===== src/hw/rtl/hfm_pkg.sv =====
// Types and constants of the heading fault monitor.
package hfm_pkg;

    localparam logic [15:0] HALF_TURN_CDEG = 16'd18000;
    localparam logic [15:0] FULL_TURN_CDEG = 16'd36000;

    localparam int unsigned CFG_DATA_W  = 32;
    localparam int unsigned CFG_INDEX_W = 3;

    localparam logic [CFG_INDEX_W-1:0] CFG_COURSE_TIMEOUT  = 3'd0;
    localparam logic [CFG_INDEX_W-1:0] CFG_DATA_TIMEOUT    = 3'd1;
    localparam logic [CFG_INDEX_W-1:0] CFG_MAX_DIFF        = 3'd2;
    localparam logic [CFG_INDEX_W-1:0] CFG_CHECK_LIMIT     = 3'd3;
    localparam logic [CFG_INDEX_W-1:0] CFG_RESTART_TIMEOUT = 3'd4;
    localparam logic [CFG_INDEX_W-1:0] CFG_SIM_MODE        = 3'd5;

    localparam logic [31:0] RST_COURSE_TIMEOUT  = 32'd10000;
    localparam logic [31:0] RST_DATA_TIMEOUT    = 32'd10000;
    localparam logic [14:0] RST_MAX_DIFF        = 15'd4500;
    localparam logic [7:0]  RST_CHECK_LIMIT     = 8'd5;
    localparam logic [31:0] RST_RESTART_TIMEOUT = 32'd60000;
    localparam logic [7:0]  COUNT_ONE           = 8'd1;

    typedef struct packed {
        logic [31:0] now_ms;
        logic        health_ok;
        logic        in_monitored_state;
        logic        heading_valid;
        logic [15:0] heading_cdeg;
        logic        course_valid;
        logic [15:0] course_cdeg;
        logic [31:0] course_age_ms;
        logic        heading_seen;
        logic [31:0] heading_age_ms;
    } hfm_in_t;

    typedef struct packed {
        logic fault_latched;
        logic report_by_mismatch;
        logic report_by_stale;
    } hfm_out_t;

endpackage


===== src/hw/rtl/imu_heading_fault_monitor_unit.sv =====
// Heading fault monitor: compares compass heading with course over ground and latches faults.
// One request per cycle: a tick is taken into an input register, checked by one pass of
// compare, staleness and counter logic against the held state, and its result is registered
// into the output register once it is empty or being drained; a new tick is accepted every
// cycle as long as the output register is empty or being drained, so throughput is one tick
// per clock while the output is not stalled. Configuration writes take effect at once
// and are meant to be issued only while no tick is in flight.
module imu_heading_fault_monitor_unit
    import hfm_pkg::*;
(
    input  logic                   aclk,
    input  logic                   aresetn,
    input  logic                   cfg_wr_en,
    input  logic [CFG_INDEX_W-1:0] cfg_index,
    input  logic [CFG_DATA_W-1:0]  cfg_wdata,
    input  logic                   s_valid,
    output logic                   s_ready,
    input  hfm_in_t                s_data,
    output logic                   m_valid,
    input  logic                   m_ready,
    output hfm_out_t               m_data
);

    logic [31:0] course_timeout_reg;
    logic [31:0] data_timeout_reg;
    logic [14:0] max_diff_reg;
    logic [7:0]  check_limit_reg;
    logic [31:0] restart_timeout_reg;
    logic        sim_mode_reg;

    hfm_in_t     in_reg;
    logic        in_valid_reg;
    hfm_out_t    out_reg;
    hfm_out_t    out_next;
    logic        out_valid_reg;

    logic [15:0] prev_course_reg, prev_course_next;
    logic [7:0]  mis_cnt_reg, mis_cnt_next;
    logic [7:0]  stale_cnt_reg, stale_cnt_next;
    logic        fault_reg, fault_next;
    logic [31:0] last_report_reg, last_report_next;

    logic        fire;
    logic        det_en;
    logic        course_new;
    logic [15:0] raw_diff;
    logic [15:0] circ_diff;
    logic        mis_bad;
    logic        stale_bad;
    logic        mis_rep;
    logic        stale_rep;
    logic        raise;
    logic [31:0] elapsed;
    logic        restart_clear;

    assign fire    = in_valid_reg && (!out_valid_reg || m_ready);
    assign s_ready = !in_valid_reg || fire;
    assign m_valid = out_valid_reg;
    assign m_data  = out_reg;

    always_comb begin
        det_en = in_reg.health_ok && !fault_reg && !sim_mode_reg && in_reg.in_monitored_state;
        course_new = in_reg.heading_valid && in_reg.course_valid
                     && (in_reg.course_age_ms <= course_timeout_reg)
                     && (prev_course_reg != in_reg.course_cdeg);
        raw_diff = (in_reg.heading_cdeg >= in_reg.course_cdeg)
                   ? in_reg.heading_cdeg - in_reg.course_cdeg
                   : in_reg.course_cdeg - in_reg.heading_cdeg;
        if (raw_diff <= HALF_TURN_CDEG) begin
            circ_diff = raw_diff;
        end else if (raw_diff >= FULL_TURN_CDEG) begin
            circ_diff = '0;
        end else begin
            circ_diff = FULL_TURN_CDEG - raw_diff;
        end
        mis_bad   = course_new && (circ_diff >= {1'b0, max_diff_reg});
        stale_bad = !in_reg.heading_seen || (in_reg.heading_age_ms > data_timeout_reg);
        mis_rep   = det_en && mis_bad && !(mis_cnt_reg < check_limit_reg);
        stale_rep = det_en && stale_bad && !(stale_cnt_reg < check_limit_reg);
        raise     = mis_rep || stale_rep;

        prev_course_next = (det_en && course_new) ? in_reg.course_cdeg : prev_course_reg;

        if (!det_en) begin
            mis_cnt_next = mis_cnt_reg;
        end else if (raise || !mis_bad) begin
            mis_cnt_next = COUNT_ONE;
        end else begin
            mis_cnt_next = mis_cnt_reg + COUNT_ONE;
        end

        if (!det_en) begin
            stale_cnt_next = stale_cnt_reg;
        end else if (raise || !stale_bad) begin
            stale_cnt_next = COUNT_ONE;
        end else begin
            stale_cnt_next = stale_cnt_reg + COUNT_ONE;
        end

        last_report_next = raise ? in_reg.now_ms : last_report_reg;

        elapsed       = in_reg.now_ms - last_report_reg;
        restart_clear = in_reg.health_ok && !raise && (elapsed > restart_timeout_reg);

        if (raise) begin
            fault_next = 1'b1;
        end else if (restart_clear) begin
            fault_next = 1'b0;
        end else begin
            fault_next = fault_reg;
        end

        out_next.fault_latched      = fault_next;
        out_next.report_by_mismatch = mis_rep;
        out_next.report_by_stale    = stale_rep;
    end

    always_ff @(posedge aclk) begin
        if (!aresetn) begin
            course_timeout_reg  <= RST_COURSE_TIMEOUT;
            data_timeout_reg    <= RST_DATA_TIMEOUT;
            max_diff_reg        <= RST_MAX_DIFF;
            check_limit_reg     <= RST_CHECK_LIMIT;
            restart_timeout_reg <= RST_RESTART_TIMEOUT;
            sim_mode_reg        <= 1'b0;
        end else if (cfg_wr_en) begin
            case (cfg_index)
                CFG_COURSE_TIMEOUT:  course_timeout_reg  <= cfg_wdata;
                CFG_DATA_TIMEOUT:    data_timeout_reg    <= cfg_wdata;
                CFG_MAX_DIFF:        max_diff_reg        <= cfg_wdata[14:0];
                CFG_CHECK_LIMIT:     check_limit_reg     <= cfg_wdata[7:0];
                CFG_RESTART_TIMEOUT: restart_timeout_reg <= cfg_wdata;
                CFG_SIM_MODE:        sim_mode_reg        <= cfg_wdata[0];
                default: ;
            endcase
        end
    end

    always_ff @(posedge aclk) begin
        if (!aresetn) begin
            in_valid_reg    <= 1'b0;
            out_valid_reg   <= 1'b0;
            prev_course_reg <= '0;
            mis_cnt_reg     <= COUNT_ONE;
            stale_cnt_reg   <= COUNT_ONE;
            fault_reg       <= 1'b0;
            last_report_reg <= '0;
        end else begin
            if (s_valid && s_ready) begin
                in_valid_reg <= 1'b1;
            end else if (fire) begin
                in_valid_reg <= 1'b0;
            end
            if (fire) begin
                out_valid_reg   <= 1'b1;
                prev_course_reg <= prev_course_next;
                mis_cnt_reg     <= mis_cnt_next;
                stale_cnt_reg   <= stale_cnt_next;
                fault_reg       <= fault_next;
                last_report_reg <= last_report_next;
            end else if (m_ready) begin
                out_valid_reg <= 1'b0;
            end
        end
    end

    always_ff @(posedge aclk) begin
        if (s_valid && s_ready) begin
            in_reg <= s_data;
        end
        if (fire) begin
            out_reg <= out_next;
        end
    end

endmodule


===== config.mk =====
export PLATFORM = sky130hd
export DESIGN_NAME = imu_heading_fault_monitor_unit
export DESIGN_NICKNAME = d
export VERILOG_FILES = /design/src/hw/rtl/hfm_pkg.sv /design/src/hw/rtl/imu_heading_fault_monitor_unit.sv
export SDC_FILE = /design/constraint.sdc
export NUM_CORES = 1
export LEC_CHECK = 0
export ABC_AREA = 1
export BUFFER_PORTS_ARGS = -buffer_cell sky130_fd_sc_hd__buf_2
export CAP_MARGIN = 15
export CORE_MARGIN = 3
export CORE_UTILIZATION = 30
export DETAILED_ROUTE_END_ITERATION = 10
export GPL_TIMING_DRIVEN = 1
export PLACE_DENSITY_LB_ADDON = 0.25
export SYNTH_ARGS = -nofsm -noshare
export SYNTH_HDL_FRONTEND = slang
export SYNTH_SLANG_ARGS = --single-unit

===== constraint.sdc =====
create_clock -name aclk -period 13.32 [get_ports aclk]
set_clock_uncertainty 0.2 [all_clocks]
set_input_delay 0.666 -clock aclk [delete_from_list [all_inputs] [get_ports aclk]]
set_output_delay 0.666 -clock aclk [all_outputs]
set_load 0.005 [all_outputs]

# ---- Word level (Yosys, flattened, before mapping)
# Cells that the tools add are included.
dict set report totals {
  output_inout_bits 5
  n_memories 0
  reg_bits 323
  mem_bits_rw 0
  mem_bits_ro 0
  latch_bits 0
  input_bits 173
}
dict set report classes {
  bitwise_logic 0
  n_shift 0
  n_lt_le_gt_ge 9
  add_sub_neg 6
  n_mux 11
  multipliers 0
  reduce_logical 44
  eq_ne 6
  n_div 0
}
# operator n
set op_table {}
lappend op_table {{$gt A32 B32 Y1} 2}
lappend op_table {{$mux W16} 3}
lappend op_table {{$le A32 B32 Y1} 1}
lappend op_table {{$sub A16 B16 Y16} 2}
lappend op_table {{$sub A32 B32 Y32} 1}
lappend op_table {{$reduce_and A2 Y1} 9}
lappend op_table {{$add A8 B1 Y8 const B} 2}
lappend op_table {{$ge A16 B15 Y1} 1}
lappend op_table {{$ge A16 B16 Y1} 1}
lappend op_table {{$ge A16 B16 Y1 const B} 1}
lappend op_table {{$le A16 B15 Y1 const B} 1}
lappend op_table {{$logic_and A1 B1 Y1} 16}
lappend op_table {{$lt A8 B8 Y1} 2}
lappend op_table {{$mux W8} 2}
lappend op_table {{$ne A16 B16 Y1} 1}
lappend op_table {{$sub A16 B16 Y16 const A} 1}
lappend op_table {{$logic_not A1 Y1} 10}
lappend op_table {{$eq A3 B2 Y1 const B} 2}
lappend op_table {{$eq A3 B3 Y1 const B} 2}
lappend op_table {{$logic_or A1 B1 Y1} 6}
lappend op_table {{$mux W1} 6}
lappend op_table {{$reduce_bool A2 Y1} 2}
lappend op_table {{$eq A3 B1 Y1 const B} 1}
lappend op_table {{$logic_not A3 Y1} 1}

# ---- Logic depth before layout (Yosys ltp)
dict set report depth {
  depth_word 15
  mapped_depth 39
}

# ---- Least setup slack after synthesis
# No wires, ideal clock.
dict set report synth_timing {
  path_kind {flip-flop to flip-flop}
  startpoint {reg in_reg[65] (netlist bit)}
  endpoint {reg last_report_reg[23]}
  arrival_ns 4.630
  slack_ns 8.375
  path_stages_with_launch 35
  path_cell_list {edfxtp_1 -> ha_1 -> fa_1 -> inv_1 -> nand3_1 -> nand2_1 -> nand2_2 -> nand3_2 -> nand2_4 -> nand2_4 -> buf_4 -> nand2_1 -> o21ai_0 -> ha_1 -> nand3_2 -> nor2_4 -> inv_2 -> nor2_2 -> nand3_4 -> nand3_1 -> nand2_1 -> inv_1 -> nor2_1 -> ha_1 -> and3_1 -> nor3b_1 -> nand3_1 -> nand3_1 -> nand3_1 -> nand2_1 -> buf_2 -> buf_1 -> nand3b_1 -> nand2_1 -> nor2_1}
}
dict set report synth_via {
  elab_chain_len 11
}
# item line_no
set synth_lines {}
lappend synth_lines {{from (decl)} imu_heading_fault_monitor_unit.sv:31} ;# hfm_in_t in_reg;
lappend synth_lines {{from (signal assigned)} imu_heading_fault_monitor_unit.sv:169} ;# in_reg <= s_data;
lappend synth_lines {{$sub A16 B16 Y16, or another cell as far along} imu_heading_fault_monitor_unit.sv:68} ;# : in_reg.course_cdeg - in_reg.heading_cdeg;
lappend synth_lines {{$mux W16} imu_heading_fault_monitor_unit.sv:67} ;# ? in_reg.heading_cdeg - in_reg.course_cdeg
lappend synth_lines {{$sub A16 B16 Y16 / $ge A16 B16 Y1 (equally long branches)} {imu_heading_fault_monitor_unit.sv:74, imu_heading_fault_monitor_unit.sv:71}}
lappend synth_lines {{$mux W16} imu_heading_fault_monitor_unit.sv:71} ;# end else if (raw_diff >= FULL_TURN_CDEG) begin
lappend synth_lines {{$mux W16} imu_heading_fault_monitor_unit.sv:69} ;# if (raw_diff <= HALF_TURN_CDEG) begin
lappend synth_lines {{$ge A16 B15 Y1} imu_heading_fault_monitor_unit.sv:76} ;# mis_bad = course_new && (circ_diff >= {1'b0, max_diff_reg});
lappend synth_lines {{$logic_and A1 B1 Y1 *} imu_heading_fault_monitor_unit.sv:76}
lappend synth_lines {{$logic_and A1 B1 Y1 * (2 in series)} imu_heading_fault_monitor_unit.sv:78} ;# mis_rep = det_en && mis_bad && !(mis_cnt_reg < check_limit_reg);
lappend synth_lines {{$logic_or A1 B1 Y1 *} imu_heading_fault_monitor_unit.sv:80} ;# raise = mis_rep || stale_rep;
lappend synth_lines {{$reduce_and A2 Y1 (no source line) *} --}
lappend synth_lines {{to (signal assigned)} imu_heading_fault_monitor_unit.sv:160} ;# last_report_reg <= last_report_next;
lappend synth_lines {{to (decl)} imu_heading_fault_monitor_unit.sv:41} ;# logic [31:0] last_report_reg, last_report_next;
# Every way passes the cells marked *; elsewhere a longest branch is shown, timed or not.
# A chain may end at the register's enable or synchronous reset.

# ---- Worst setup path after layout
dict set report layout_timing {
  startpoint {reg in_reg[65] (netlist bit)}
  endpoint {reg stale_cnt_reg[0]}
}
dict set report layout_via {
  elab_chain_len 12
}
# item line_no
set layout_lines {}
lappend layout_lines {{$sub A16 B16 Y16, or another cell as far along} imu_heading_fault_monitor_unit.sv:68}
lappend layout_lines {{$mux W16} imu_heading_fault_monitor_unit.sv:67}
lappend layout_lines {{$sub A16 B16 Y16 / $ge A16 B16 Y1 (equally long branches)} {imu_heading_fault_monitor_unit.sv:74, imu_heading_fault_monitor_unit.sv:71}}
lappend layout_lines {{$mux W16} imu_heading_fault_monitor_unit.sv:71}
lappend layout_lines {{$mux W16} imu_heading_fault_monitor_unit.sv:69}
lappend layout_lines {{$ge A16 B15 Y1} imu_heading_fault_monitor_unit.sv:76}
lappend layout_lines {{$logic_and A1 B1 Y1 *} imu_heading_fault_monitor_unit.sv:76}
lappend layout_lines {{$logic_and A1 B1 Y1 * (2 in series)} imu_heading_fault_monitor_unit.sv:78}
lappend layout_lines {{$logic_or A1 B1 Y1 *} imu_heading_fault_monitor_unit.sv:80}
lappend layout_lines {{$logic_or A1 B1 Y1 *} imu_heading_fault_monitor_unit.sv:94} ;# end else if (raise || !stale_bad) begin
lappend layout_lines {{$mux W8 *} imu_heading_fault_monitor_unit.sv:94}
lappend layout_lines {{to (signal assigned)} imu_heading_fault_monitor_unit.sv:158} ;# stale_cnt_reg <= stale_cnt_next;
lappend layout_lines {{to (decl)} imu_heading_fault_monitor_unit.sv:39} ;# logic [7:0] stale_cnt_reg, stale_cnt_next;
# Marked as above.

==> reports/qor.yml <==
status: "completed"
fin_tns_setup_ns: 0
fmax_mhz: 178
place_congestion: 0.862
cp_num_buf_inv: 4
maxCapViolCount: 0
synth.avg_cell_area_um2: 7.95
post_cts_buffers: 0
synth_seq_cells: 323
cts-resized-gates: 0
clk_latency_ns: 0.56
synth.most_common_cell: "nand2_1"
wl_met1_mm: 25.0
grt_start_max_net_pins: 107
slowest_delay_ns: 0.42
syn_inst: 2393
syn_area_mm2: 0.0190
slew-limit-headroom_pct: 28.8
cts.sink_count: 323
dp_hpwl_mm: 42.8
vias: 16200
worst_slew_pin_slew_ns: 1.07
drt.antenna.violating_nets: 0
ys_top_cells_by_count: "nand2_1 (478), inv_1 (377), a21oi_1 (284)"
ir_worst_vdd_uv: 85.8
drtIter0Drc: 1074
cp.arrival_ns: 5.79
post-place-ws_ns: 7.02
clock_path_buffers: 3
grt.overflow.total: 0
antenna_found_initial: 9
power_mw: 2.65
hold_buffers: 0
drc: 0
met3_length_mm: 3.01
place.port_buffers: 177
largest_reg_flops: 133
cts-root-buf: "clkbuf_16"
rsz0062_at_grt: "false"
async_flop_share_pct: 0
power_density_mw_per_mm2: 121
htreeDepth: 2
p_leak_nw: 9.72
hp-class: "primary input to flip-flop"
ys_seq_area_share_pct: 41.1
core_mm2: 0.0623
slowest_stage: "edfxtp_1"
regToRegSetupSlack_ns: 7.70
cts_buffers: 37
r2r_cells: 31
instances_no_fill: 3423
dp_cells: 3347
synth_area_leader_cell: "edfxtp_1"
viasPerCell: 4.73
setup_ws_ns: 7.70
pin_count: 178
crit_type: "flip-flop to flip-flop"
yosysTopAreaCellShare_pct: 21.5
hold_viol: 0
cp-start-kind: "flip-flop"
min_from: "s_data[27]"
drive_above_1_share_pct: 11.9
yosysWarnings: 0
fill_cells: 6477
critPathMaxFanout: 22
areaGrowthSynthToFinish_pct: 15.6
required_ns: 13.50
fp.dieH_um: 258
synth_fp_nets: 2759
cp_top_family: "simple AND/OR/NAND/NOR gates"
r2r-end: "stale_cnt_reg[0]$_SDFFE_PN1P_"
ys.flop_type: "dfxtp_1"
die-area_mm2: 0.0665
row_count: 91
nNetsFinal: 2916
synthDistinctLibCells: 51
dr_wl_met2_mm: 25.2
worstHoldPathCells: 1
min_to: "in_reg[27]$_DFFE_PP_"
setup_violations: 0
start_util_pct: 30.6
reg2reg_from: "in_reg[65]$_DFFE_PP_"
grt_pass1_wl_mm: 85.1
clk_pin_slew_ns: 0.06
startpoint: "in_reg[65]$_DFFE_PP_"
firstDrtPassIters: 8
grt_pass1_vias: 15600
min_period_ns: 5.62
post_drt_wl_per_cell_um: 15.9
wirelength_mm: 54.6
die_w_um: 258
end_kind: "flip-flop"
grtUsageTotal_pct: 16.1
fin_crit_sh_pct: 42.2
drv_slew: 0
cts_tree: "done"
routed.top_layer: "met5"
synth-edff-count: 136
synth_area_leaders: "edfxtp_1 (21%), dfxtp_1 (20%), ha_1 (12%)"
-- placed cells by master, fill, tap and decap left out, types with 5 or more instances in the layout --
| cell | count |
|---|---|
| nand2_1 | 477 |
| dfxtp_1 | 187 |
| nand3b_1 | 35 |
| nand3_1 | 108 |
| buf_4 | 9 |
| clkbuf_1 | 5 |
| xnor2_1 | 15 |
| nor4_1 | 5 |
| clkbuf_8 | 6 |
| o21a_1 | 7 |
| diode_2 | 7 |
| nand2_4 | 6 |
| xor2_1 | 33 |
| clkbuf_16 | 39 |
| nand3_2 | 8 |
| edfxtp_1 | 136 |
| buf_2 | 176 |
| inv_1 | 376 |
| a21oi_1 | 284 |
| nand4_1 | 32 |
| inv_2 | 14 |
| nor3_1 | 15 |
| ha_1 | 190 |
| nand2_2 | 18 |
| nor2_1 | 124 |
| clkinv_1 | 8 |
| o211ai_1 | 27 |
| clkinv_2 | 6 |
| o21ai_0 | 173 |
-- worst max path at each step --
stage | endpoint | cells past startpoint
global placement | stale_cnt_reg[0]$_SDFFE_PN1P_ | 31
detailed placement | stale_cnt_reg[0]$_SDFFE_PN1P_ | 31
finish | stale_cnt_reg[0]$_SDFFE_PN1P_ | 31
CTS | stale_cnt_reg[0]$_SDFFE_PN1P_ | 31
floorplan | last_report_reg[23]$_SDFFE_PN0P_ | 34
global route | stale_cnt_reg[0]$_SDFFE_PN1P_ | 28
-- worst register-to-register path, delay by kind of cell, from the launching register on --
kind	cells	cell delay [ns]
fa+ha+maj	4	1.18
flops	1	0.42
compound gates	5	0.83
simple gates	18	2.42
buf+inv	4	0.39
-- area by class of cell --
type | instances | area [um2] | area share, %
inverter | 395 | 1490 | 6.78
antenna | 7 | 17.5 | 0.0796
multi-input combinational | 1607 | 9420 | 42.8
tap | 837 | 1050 | 4.76
clock inverter | 18 | 151 | 0.688
timing repair buffer | 186 | 968 | 4.40
clock buffer | 50 | 1080 | 4.90
sequential | 323 | 7830 | 35.6
-- routing by layer --
metal  track usage (%)  up-vias
met5                 0        -
li1                  -     8261
met2              26.7      359
met4              4.73        6
met1              21.3     7501
met3              3.16       79
-- metrics by stage --
step / hold slack [ns] / util, % / instance area [um2]
final: 0.0818 / 35.3 / 22000
after global routing: 0.0511 / 35.3 / 22000
after CTS: 0.0444 / 35.3 / 22000
after detailed placement: 0.254 / 33.3 / 20700
after global placement: 0.247 / 33.3 / 20700
after floorplan: 0.235 / - / 19000
-- where the power goes --
group / internal [mW] / switching, mW
Combinational: 0.182 / 0.347
Clock: 0.609 / 0.425
Sequential: 1.07 / 0.0183
-- cell families (layout without fill, tap and decap cells) --
logic type | after synthesis | count (layout) | synth area share (%)
buffers and inverters | 463 | 649 | 9.41
other | 0 | 7 | 0
AND/OR/NAND/NOR | 844 | 844 | 19.8
flip-flops | 323 | 323 | 41.1
adder cells (fa/ha/maj) | 193 | 193 | 12.8
AO/OA/AOI/OAI | 522 | 522 | 14.7
XOR/XNOR | 48 | 48 | 2.21
Note: power is estimated with default switching activity, not from simulation.
